==> src/sv/dq_pkg.sv <==
// shared types and constants for the double-ended queue unit
// no dependencies
package dq_pkg;

  localparam int DEPTH = 16;
  localparam int IDX_W = $clog2(DEPTH);
  localparam int CNT_W = $clog2(DEPTH + 1);
  localparam int WORD_W = 32;
  localparam int OCC_W = 5;

  typedef enum logic [1:0] {
    CMD_PUSH_FRONT = 2'd0,
    CMD_PUSH_BACK  = 2'd1,
    CMD_POP_FRONT  = 2'd2,
    CMD_POP_BACK   = 2'd3
  } cmd_t;

  typedef enum logic [1:0] {
    ST_OK        = 2'd0,
    ST_UNDERFLOW = 2'd1,
    ST_OVERFLOW  = 2'd2
  } status_t;

  typedef enum logic [1:0] {
    CELL_HOLD       = 2'd0,
    CELL_FROM_LEFT  = 2'd1,
    CELL_FROM_RIGHT = 2'd2,
    CELL_LOAD       = 2'd3
  } cell_op_t;

  typedef struct packed {
    cmd_t              cmd;
    logic [WORD_W-1:0] data_word;
  } req_t;

  typedef struct packed {
    logic [WORD_W-1:0] popped_word;
    status_t           status;
    logic              is_empty;
    logic [OCC_W-1:0]  occupancy;
  } rsp_t;

endpackage

==> src/sv/dq_cell.sv <==
// one storage cell of the queue row: holds one word, shifts to either neighbor
// depends on dq_pkg
module dq_cell
  import dq_pkg::*;
(
  input  logic              clk,
  input  cell_op_t          op,
  input  logic [WORD_W-1:0] left,
  input  logic [WORD_W-1:0] right,
  input  logic [WORD_W-1:0] load,
  output logic [WORD_W-1:0] data
);

  logic [WORD_W-1:0] data_next;

  always_comb begin
    unique case (op)
      CELL_HOLD:       data_next = data;
      CELL_FROM_LEFT:  data_next = left;
      CELL_FROM_RIGHT: data_next = right;
      CELL_LOAD:       data_next = load;
      default:         data_next = data;
    endcase
  end

  always_ff @(posedge clk) begin
    data <= data_next;
  end

endmodule

==> src/sv/double_ended_queue_unit.sv <==
// top level of the double-ended queue unit: cell row, count and result register
// depends on dq_pkg and dq_cell
//
// Bounded double-ended queue of DEPTH 32-bit words held in a row of cells,
// front entry always in cell 0. Every word on req (push front, push back,
// pop front, pop back) gives exactly one word on rsp in the cycle after it
// is taken, with the popped word, status (underflow on empty, dropped push
// on full), empty flag and occupancy. One word is taken every cycle as long
// as the result register is free or drained in the same cycle; a push front
// or pop front moves the whole row by one cell, a pop back reads the last
// occupied cell.
module double_ended_queue_unit
  import dq_pkg::*;
(
  input  logic clk,
  input  logic rst,
  input  logic req_valid,
  output logic req_stall,
  input  req_t req,
  output logic rsp_valid,
  input  logic rsp_stall,
  output rsp_t rsp
);

  logic [CNT_W-1:0]  count;
  logic [CNT_W-1:0]  count_next;
  cell_op_t          ops [DEPTH];
  logic [WORD_W-1:0] cells [DEPTH];
  logic [IDX_W-1:0]  back_idx;
  logic              accept;
  logic              full;
  logic              empty;
  logic              push_front;
  logic              push_back;
  logic              pop_front;
  rsp_t              rsp_next;

  assign req_stall = rsp_valid && rsp_stall;
  assign accept    = req_valid && !req_stall;
  assign full      = (count == CNT_W'(DEPTH));
  assign empty     = (count == '0);
  assign back_idx  = IDX_W'(count - CNT_W'(1));

  always_comb begin
    count_next           = count;
    push_front           = 1'b0;
    push_back            = 1'b0;
    pop_front            = 1'b0;
    rsp_next.popped_word = '0;
    rsp_next.status      = ST_OK;
    unique case (req.cmd)
      CMD_PUSH_FRONT, CMD_PUSH_BACK: begin
        if (full) begin
          rsp_next.status = ST_OVERFLOW;
        end else begin
          push_front = (req.cmd == CMD_PUSH_FRONT);
          push_back  = (req.cmd == CMD_PUSH_BACK);
          count_next = count + CNT_W'(1);
        end
      end
      CMD_POP_FRONT: begin
        if (empty) begin
          rsp_next.status = ST_UNDERFLOW;
        end else begin
          pop_front            = 1'b1;
          rsp_next.popped_word = cells[0];
          count_next           = count - CNT_W'(1);
        end
      end
      CMD_POP_BACK: begin
        if (empty) begin
          rsp_next.status = ST_UNDERFLOW;
        end else begin
          rsp_next.popped_word = cells[back_idx];
          count_next           = count - CNT_W'(1);
        end
      end
      default: begin
        rsp_next.status = ST_OK;
      end
    endcase
    rsp_next.is_empty  = (count_next == '0);
    rsp_next.occupancy = OCC_W'(count_next);
  end

  always_comb begin
    for (int i = 0; i < DEPTH; i++) begin
      ops[i] = CELL_HOLD;
      if (accept) begin
        if (push_front) begin
          ops[i] = CELL_FROM_LEFT;
        end else if (pop_front) begin
          ops[i] = CELL_FROM_RIGHT;
        end else if (push_back && (CNT_W'(i) == count)) begin
          ops[i] = CELL_LOAD;
        end
      end
    end
  end

  for (genvar g = 0; g < DEPTH; g++) begin : g_cell
    logic [WORD_W-1:0] left;
    logic [WORD_W-1:0] right;
    if (g == 0) begin : g_first
      assign left = req.data_word;
    end else begin : g_mid_l
      assign left = cells[g-1];
    end
    if (g == DEPTH - 1) begin : g_last
      assign right = '0;
    end else begin : g_mid_r
      assign right = cells[g+1];
    end
    dq_cell u_cell (
      .clk   (clk),
      .op    (ops[g]),
      .left  (left),
      .right (right),
      .load  (req.data_word),
      .data  (cells[g])
    );
  end

  always_ff @(posedge clk) begin
    if (rst) begin
      count     <= '0;
      rsp_valid <= 1'b0;
    end else begin
      if (accept) begin
        count     <= count_next;
        rsp_valid <= 1'b1;
      end else if (!rsp_stall) begin
        rsp_valid <= 1'b0;
      end
    end
  end

  always_ff @(posedge clk) begin
    if (accept) begin
      rsp <= rsp_next;
    end
  end

endmodule

==> config.mk <==
export PLATFORM = sky130hd
export DESIGN_NAME = double_ended_queue_unit
export DESIGN_NICKNAME = d
export VERILOG_FILES = /design/src/sv/dq_pkg.sv /design/src/sv/dq_cell.sv /design/src/sv/double_ended_queue_unit.sv
export SDC_FILE = /design/constraint.sdc
export NUM_CORES = 1
export LEC_CHECK = 0
export BUFFER_PORTS_ARGS = -buffer_cell sky130_fd_sc_hd__buf_2
export CAP_MARGIN = 25
export CORE_ASPECT_RATIO = 0.9
export CORE_MARGIN = 10
export CORE_UTILIZATION = 65
export DETAILED_ROUTE_END_ITERATION = 6
export PLACE_DENSITY = 0.9
export RECOVER_POWER = 50
export SETUP_SLACK_MARGIN = 0.15
export SKIP_CTS_REPAIR_TIMING = 1
export SYNTH_ARGS = -nofsm -noshare
export SYNTH_HDL_FRONTEND = slang
export SYNTH_HIERARCHICAL = 1
export SYNTH_SLANG_ARGS = --single-unit
==> constraint.sdc <==
create_clock -name clk -period 9 [get_ports clk]
set_input_delay 0.9 -clock clk [delete_from_list [all_inputs] [get_ports clk]]
set_output_delay 0.9 -clock clk [all_outputs]
set_load 0.005 [all_outputs]
---- Word-level counts from Yosys, hierarchy flattened ----
Cells that the tools add are included.
word-level totals
  output and inout bits ................... 42
  word-level logic and storage cells ...... 235
  register bits after elaboration ......... 558
cells by class
  muxes and demuxes ....................... 100
  magnitude comparators ................... 1
  bitwise logic cells ..................... 1
  reduce and logical (&&, ||, !) cells .... 41
  add/sub/neg operators ................... 2
  eq/ne operators ......................... 68
operator list
  operator                                                   number
  case mux 32 bit (3 select lines)                           15
  two-way mux 2 bit                                          65
  binary-select mux 32 bit (select 4 bit)                    1
  two-way mux 32 bit                                         4
  case mux 32 bit (2 select lines)                           2
  == test 2 bit (second input constant)                      34
  == test 4 x 5 -> 1 bit (first input constant)              8
  == test 2 x 1 -> 1 bit (second input constant)             17
  logical NOT 2 bit                                          17
  == test 3 x 5 -> 1 bit (first input constant)              4
  logical AND 1 bit                                          18
  == test 2 x 5 -> 1 bit (first input constant)              2
  logical NOT 5 bit                                          2
  two-way mux 5 bit                                          2
  case mux 5 bit (2 select lines)                            1
  two-way mux 1 bit                                          9
  OR reduction 2 bit                                         3
  adder 5 x 1 -> 5 bit (second input constant)               1
  == test 1 x 5 -> 1 bit (first input constant)              1
  == test 5 bit (second input constant)                      1
  greater-or-equal comparator 5 bit (second input constant)  1
  inverter 4 -> 5 bit                                        1
  subtractor 5 x 1 -> 5 bit (second input constant)          1
  case mux 2 bit (2 select lines)                            1
  2 further kinds                                            2

---- Depth between registers and ports, before layout ----
Gate-level depths: netlist of run 1.
  word-level depth ........................ 11
  mapped depth ............................ 15
  gate-level depth less buffers ........... 9

---- Hierarchy ----
Netlist of run 1, hierarchy kept.
modules (own cells, without submodules)
  module                   cells each  instances  area an instance (µm²)
  dq_cell                  140         16         1672.9
  double_ended_queue_unit  600         1          6371.1

---- Least setup slack after synthesis of run 1 ----
No wires, ideal clock.
  kind .................................... in2reg
  start point ............................. input rsp_stall
  end point ............................... register g_cell[10].u_cell.data[0], enable pin
  library setup time ...................... 0.330 ns
  stages .................................. 8
  data required time ...................... 8.670 ns
  arrival time ............................ 3.415 ns
  path slack .............................. 5.255 ns
  path buffers ............................ 2
  cell sequence ........................... nand2_1 nand2_1 clkinv_1 nand2_1 clkbuf_1 a21oi_1 buf_4 or2_2
RTL lines
  item                  RTL line                       source
  from (decl)           double_ended_queue_unit.sv:21  input logic rsp_stall,
  to (signal assigned)  dq_cell.sv:27                  data <= data_next;
  to (decl)             dq_cell.sv:11                  output logic [WORD_W-1:0] data

==> tab_implementation.tex, run 1 <==
\begin{tabular}{lr}
\hline
Metric & Value \\
\hline
\multicolumn{2}{l}{\textbf{Drt}} \\
\quad Routed Antenna Nets & 0 \\
\quad First-iteration detailed-routing DRC count & 3259 \\
\quad Wire length per cell & about 26 microns \\
\quad Number of remaining DRC errors & 0 \\
\quad Routed wire length & 92.0 mm \\
\quad Length of the first detailed-routing pass in iterations & 6 \\
\quad Drt via density & 6.95 \\
\quad Routed vias & about 25000 \\
\multicolumn{2}{l}{\textbf{Setup path}} \\
\quad Largest driver fanout on the critical path & 34 \\
\quad Gate family responsible for the most delay along the worst path & flip-flops \\
\quad Number of cells on the critical path & 9 \\
\quad Kind of launch point of the worst setup path & flop \\
\quad Worst-path cell with the longest stage delay & dfxtp\_1 \\
\quad Worst path bufs/invs & 3 \\
\quad Endpoint arrival time on the critical path & approximately 6.6 ns \\
\quad Maximum cell stage delay along the critical path & 1.69 ns \\
\quad Critical path, cell by cell & inv\_1 -> ha\_4 -> and4bb\_1 -> nor2\_1 -> nand2\_1 -> clkbuf\_1 -> a21oi\_4 -> buf\_4 -> or2\_2 \\
\quad Endpoint kind of the worst setup timing path & flop \\
\quad Reg2reg setup slack & between 2 and 3 ns \\
\quad WS Path Type & reg2reg \\
\quad Worst Reg-to-Reg Cells & 9 \\
\quad Required arrival time at the worst endpoint & 9.25 ns \\
\multicolumn{2}{l}{\textbf{Finish}} \\
\quad Fill cell total of the finished layout & 3517 \\
\quad Final non-filler cell total & 3542 \\
\quad Share of cells above drive strength 1 & 0.119 \\
\quad Commonest non-fill, non-tap cell in the layout & a21oi\_1 \\
\quad Final cell area excluding filler cells & 35000 sq um \\
\quad Top library cells by usage in the layout, fill and taps aside & 587 x a21oi\_1, 552 x edfxtp\_1, 523 x nor2\_1 \\
\quad Area growth syn-to-layout & 5.70\% \\
\quad Final net count & 2858 \\
\multicolumn{2}{l}{\textbf{Place}} \\
\quad Final Wtd Congestion & 0.929 \\
\quad Placed Cells & around 3400 \\
\quad Number of buffers inserted by port buffering & 79 \\
\quad Pre-CTS setup slack & 4.23 ns \\
\quad Final HPWL DP & 58.4 mm \\
\quad Placed cell areas & 33300 sq um \\
\multicolumn{2}{l}{\textbf{Logic synthesis}} \\
\quad Unique masters post-synth & 42 \\
\quad Average cell area after synthesis & 11.7 sq um \\
\quad Number of warnings reported in the yosys synthesis log & 6 \\
\quad Number of synthesized register bits & 558 \\
\quad Sequential element share of the synthesized area & 0.504 \\
\quad Total standard cell area after synthesis & 33100 sq um \\
\quad Gate count after technology mapping & 2840 \\
\multicolumn{2}{l}{\textbf{STA}} \\
\quad Portion of the clock cycle consumed by the worst path in the final layout & 0.708 \\
\quad Tmin final & $\sim$6.4 ns \\
\quad Worst clock skew & 0.0116 ns \\
\quad Unrepaired setup endpoints after global routing & false \\
\quad Slew Viols, Final & 99 \\
\quad Hold violation total from the final report & 0 \\
\quad Highest clock rate & 157 MHz \\
\quad Crit path setup slack, layout & 2.62 ns \\
\quad Setup TNS Final & 0 ns \\
\quad Setup-failing EPs final & 0 \\
\quad Max transition margin & -0.875 \\
\quad Slew at the pin closest to its max-slew limit & between 2 and 3 ns \\
\multicolumn{2}{l}{\textbf{Pwr}} \\
\quad Leakage Power & between 10 and 15 nW \\
\quad Power density over the cells & 209 nW/um\^{}2 \\
\quad Worst supply voltage drop on vdd & 0.000173 V \\
\multicolumn{2}{l}{\textbf{Die}} \\
\quad Number of standard-cell rows in the floorplan & 78 \\
\quad Die span in y & 234 microns \\
\quad Core area & approximately 50000 sq um \\
\quad Area of the die & 60400 sq um \\
\quad Starting utilization of the core area & 0.657 \\
\quad Die X-Extent & 258 microns \\
\quad Ports & 80 \\
\multicolumn{2}{l}{\textbf{GRT}} \\
\quad Pin count of the biggest net entering global routing & 68 \\
\quad Number of global-route vias before repair & about 25000 \\
\quad Wire length of the first global-routing pass & 143 mm \\
\quad Number of antenna violations at the first check in global routing & 3 \\
\quad Grt ovf & 0 \\
\quad Global-route usage over all layers & 0.299 \\
\multicolumn{2}{l}{\textbf{Hold path}} \\
\quad Type of the tightest min-delay check & in2reg \\
\quad Worst hold path stage count & 2 \\
\multicolumn{2}{l}{\textbf{Clock network}} \\
\quad H-tree depth & 2 \\
\quad Clock latency at the later pin of the worst-skew pair & around 0.63 ns \\
\quad CTS Buffer Depth & 3 \\
\quad Number of buffers created by CTS & between 50 and 60 \\
\quad CTS tree & built \\
\quad Clock transition at path regs & roughly 0.060 ns \\
\quad Sink Count & 558 \\
\quad Root Buffer & clkbuf\_16 \\
\multicolumn{2}{l}{\textbf{Run}} \\
\quad Max-cap violation count & 3 \\
\multicolumn{2}{l}{\textbf{Status}} \\
\quad Violated checks & capacitance limit, slew limit \\
\quad Outcome & complete, but fails checks \\
\hline
\end{tabular}
[per-stage QoR]
step,power [mW],utilization,hold slack [ns]
floorplan,4.39,-,0.535
global placement,4.79,0.659,0.584
detailed placement,4.85,0.659,0.607
CTS,7.29,0.697,0.525
global route,7.54,0.694,0.568
finish,7.31,0.694,0.551
[metal layers]
metal,track usage,up-vias,wire [microns]
met5,0,-,13
met4,0.204,2,6800
met3,0.0469,411,7830
met2,0.498,1664,44700
met1,0.357,12015,32600
li1,-,10509,-
[report_power, final]
part,internal (mW),switching (mW),leakage (nW)
Clock,1.42,1.04,0.932
Sequential,3.13,0.160,5.17
Combinational,0.594,0.955,5.39
Total,5.15,2.16,11.5
[state kept, by name (all words and copies together), names as in the netlist]
register	cells
count	5
rsp_valid	1
rsp	40
g_cell.u_cell/data	512
[cells by family after synthesis]
group	Yosys count	share of synthesized area
and+or+nand+nor	726	0.0862
AOI/OAI and AO/OA	651	0.103
muxes	643	0.243
DFF	558	0.504
buffers and inverters	249	0.0607
adders and majority gates	6	0.00227
xor gates and xnor gates	6	0.00159
other	1	0.000113
[cell type report]
type	count	area (sq um)	area share
Antenna cell	2	5.00	0.000143
Clock buffer	66	1460	0.0417
Clock inverter	39	430	0.0123
Inverter	8	30.0	0.000857
Multi-Input combinational cell	2064	14900	0.424
Sequential cell	558	16700	0.477
Tap cell	680	851	0.0243
Timing Repair Buffer	125	702	0.0200
[path summary, 6_finish.rpt]
check,start,endpoint
max reg2reg,count[0],g_cell[11].u_cell/data[7]
min reg2reg,g_cell[0].u_cell/data[27],rsp[35]
max,count[0],g_cell[11].u_cell/data[7]
min,rst,count[0]
[cell usage after synthesis (all sizes together)]
cell type | instances | share of area
a2111oi | 1 | 0.00026
a211o | 33 | 0.0087
a211oi | 1 | 0.00023
a21o | 1 | 0.00023
a21oi | 609 | 0.092
a2bb2oi | 1 | 0.00026
a31oi | 2 | 0.00038
and2 | 1 | 0.00019
and3 | 1 | 0.00019
and4bb | 1 | 0.00038
buf | 156 | 0.050
clkbuf | 85 | 0.0096
clkinv | 1 | 0.00011
conb | 1 | 0.00011
dfxtp | 6 | 0.0036
edfxtp | 552 | 0.50
ha | 6 | 0.0023
inv | 7 | 0.00079
mux2i | 515 | 0.16
mux4 | 128 | 0.087
nand2 | 156 | 0.018
nand2b | 2 | 0.00038
nand3 | 4 | 0.00060
nand4 | 1 | 0.00019
nor2 | 525 | 0.059
nor2b | 6 | 0.0011
nor3 | 3 | 0.00045
nor3b | 3 | 0.00068
nor4b | 3 | 0.00079
nor4bb | 1 | 0.00030
o211ai | 1 | 0.00023
o21ai | 1 | 0.00015
o221ai | 1 | 0.00026
or2 | 16 | 0.0030
or3 | 1 | 0.00019
or4b | 2 | 0.00060
xnor2 | 3 | 0.00079
xor2 | 3 | 0.00079
Note: power is estimated with default switching activity, not from simulation.
==> run 2, diff against run 1 <==
- CORE_UTILIZATION: 65 -> 64
- PLACE_DENSITY: 0.9 -> 0.89
- clock period: 9 -> 6.5 ns (I/O delays scaled with it)
==> run 2 against run 1 <==
- critical endpoint is now rsp[38]
- largest power group unchanged
- first-iteration DRC count up 18%
- largest cell class unchanged
- count of clock-buffer cells in the layout up 4
- the run still ends with capacitance limit, slew limit left
- clock skew up 0.014 ns
- sequential power up 38%
- power up 37%
==> tab_implementation.tex, run 2 (synthesized netlist as in run 1, its figures left out) <==
\begin{tabular}{lr}
\hline
Metric & Value \\
\hline
\multicolumn{2}{l}{\textbf{Place}} \\
\quad Number of buffers inserted by port buffering & 79 \\
\quad Pre-CTS setup slack & 1.88 ns \\
\quad Final Wtd Congestion & between 0.9 and 1 \\
\quad Final HPWL DP & 58.5 mm \\
\quad Placed Cells & around 3400 \\
\multicolumn{2}{l}{\textbf{Setup path}} \\
\quad Largest driver fanout on the critical path & 58 \\
\quad Endpoint arrival time on the critical path & 5.88 ns \\
\quad Endpoint kind of the worst setup timing path & flop \\
\quad Kind of launch point of the worst setup path & flop \\
\quad Maximum cell stage delay along the critical path & 2.62 ns \\
\quad Required arrival time at the worst endpoint & 6.88 ns \\
\quad Reg2reg setup slack & 1.00 ns \\
\quad Critical path, cell by cell & inv\_1 -> ha\_1 -> buf\_4 -> mux4\_2 -> nand2\_1 -> a21oi\_1 -> a211o\_1 \\
\quad WS Path Type & reg2reg \\
\quad Worst-path cell with the longest stage delay & ha\_1 \\
\multicolumn{2}{l}{\textbf{Clock network}} \\
\quad H-tree depth & 2 \\
\quad CTS tree & built \\
\quad Clock latency at the later pin of the worst-skew pair & 0.64 ns \\
\quad Sink Count & 558 \\
\quad Number of buffers created by CTS & 56 \\
\quad Clock transition at path regs & 0.07 ns \\
\quad Root Buffer & clkbuf\_16 \\
\quad CTS Buffer Depth & 3 \\
\multicolumn{2}{l}{\textbf{Drt}} \\
\quad Length of the first detailed-routing pass in iterations & 6 \\
\quad Routed wire length & 96.2 mm \\
\quad Wire length per cell & approximately 27 microns \\
\quad Number of remaining DRC errors & 0 \\
\quad Routed Antenna Nets & 0 \\
\quad First-iteration detailed-routing DRC count & 3857 \\
\quad Routed vias & 25122 \\
\quad Drt via density & just over 7 \\
\multicolumn{2}{l}{\textbf{Die}} \\
\quad Die X-Extent & 260 microns \\
\quad Ports & 80 \\
\quad Die span in y & 236 microns \\
\quad Number of standard-cell rows in the floorplan & 79 \\
\quad Starting utilization of the core area & 0.643 \\
\quad Area of the die & roughly 61000 sq um \\
\quad Core area & roughly 51000 sq um \\
\multicolumn{2}{l}{\textbf{STA}} \\
\quad Slew Viols, Final & 536 \\
\quad Highest clock rate & 182 MHz \\
\quad Crit path setup slack, layout & 1.00 ns \\
\quad Worst hold-check slack & between 0.2 and 0.3 ns \\
\quad Portion of the clock cycle consumed by the worst path in the final layout & 0.846 \\
\quad Unrepaired setup endpoints after global routing & false \\
\quad Worst clock skew & around 0.026 ns \\
\quad Hold violation total from the final report & 0 \\
\quad Slew at the pin closest to its max-slew limit & about 3.4 ns \\
\quad Max transition margin & -1.26 \\
\quad Setup TNS Final & 0 ns \\
\quad Setup-failing EPs final & 0 \\
\quad Tmin final & between 5 and 6 ns \\
\multicolumn{2}{l}{\textbf{GRT}} \\
\quad Pin count of the biggest net entering global routing & 66 \\
\quad Number of global-route vias before repair & 25208 \\
\quad Wire length of the first global-routing pass & roughly 150 mm \\
\quad Number of antenna violations at the first check in global routing & 3 \\
\quad Grt ovf & 0 \\
\quad Global-route usage over all layers & 0.303 \\
\multicolumn{2}{l}{\textbf{Pwr}} \\
\quad Power density over the cells & 286 nW/um\^{}2 \\
\quad Leakage Power & 11.5 nW \\
\quad Worst supply voltage drop on vdd & about 0.00024 V \\
\quad Pwr Total & 10.0 mW \\
\multicolumn{2}{l}{\textbf{Finish}} \\
\quad Top library cells by usage in the layout, fill and taps aside & 584 x a21oi\_1, 552 x edfxtp\_1, 523 x nor2\_1 \\
\quad Max FFs per register & 512 \\
\quad Area growth syn-to-layout & 5.75\% \\
\quad Commonest non-fill, non-tap cell in the layout & a21oi\_1 \\
\quad Final non-filler cell total & 3556 \\
\quad Share of cells above drive strength 1 & 0.118 \\
\quad Most flops, register & g\_cell.u\_cell/data \\
\quad Largest registers & g\_cell.u\_cell/data (512), rsp (40), count (5) \\
\quad Final net count & 2864 \\
\multicolumn{2}{l}{\textbf{Status}} \\
\quad Violated checks & capacitance limit, slew limit \\
\quad Outcome & complete, but fails checks \\
\multicolumn{2}{l}{\textbf{Hold path}} \\
\quad Type of the tightest min-delay check & in2reg \\
\multicolumn{2}{l}{\textbf{Run}} \\
\quad Max-cap violation count & 12 \\
\hline
\end{tabular}
## run 2: cell types whose count changed in the layout (fill, tap and decap cells not counted), sizes merged
cell	before	now
clkbuf	111	122
bufinv	9	4
clkinv	24	28
inv	11	8
clkinvlp	3	2
## run 2: cell type report
cell class	instances	area, sq um
flip-flops and latches	558	16700
fillers	3480	16500
multi-input cells	2064	14900
clock buffers	70	1500
well taps	688	861
repair buffers	132	810
clock inverters	34	270
inverters	8	30.0
diodes	2	5.00
## run 2: worst paths after layout
check             from   endpoint  cells past startpoint
max           count[1]    rsp[38]                      7
min          req_valid  rsp_valid                      3
max reg2reg   count[1]    rsp[38]                      7
min reg2reg  rsp_valid  rsp_valid                      4
## run 2: power by group
group / internal, mW / total [mW] / switching, mW / leakage (nW)
Clock: 1.78 / 3.22 / 1.43 / 0.868
Sequential: 4.34 / 4.55 / 0.208 / 5.17
Combinational: 0.863 / 2.24 / 1.38 / 5.44
Total: 6.99 / 10.0 / 3.02 / 11.5
## run 2: through the flow
stage | utilization | instance area [sq um]
floorplan | - | 33300
CTS | 0.682 | 35100
global route | 0.680 | 35000
global placement | 0.646 | 33300
finish | 0.680 | 35000
detailed placement | 0.647 | 33300
## run 2: layer usage
layer / part of all wire / vias to the layer above / track usage
li1: - / 10515 / -
met1: 0.34 / 12038 / 0.369
met2: 0.47 / 2071 / 0.483
met3: 0.12 / 492 / 0.0688
met4: 0.072 / 6 / 0.191
met5: 0.00048 / - / 0
## run 2: worst max-delay path, delay by kind of cell (launching register included)
kind / cells / cell delay [ns]
compound gates: 2 / 0.44
fa+ha+maj: 1 / 2.62
buf+inv: 2 / 1.09
flops: 1 / 0.49
mux: 1 / 0.41
simple gates: 1 / 0.18
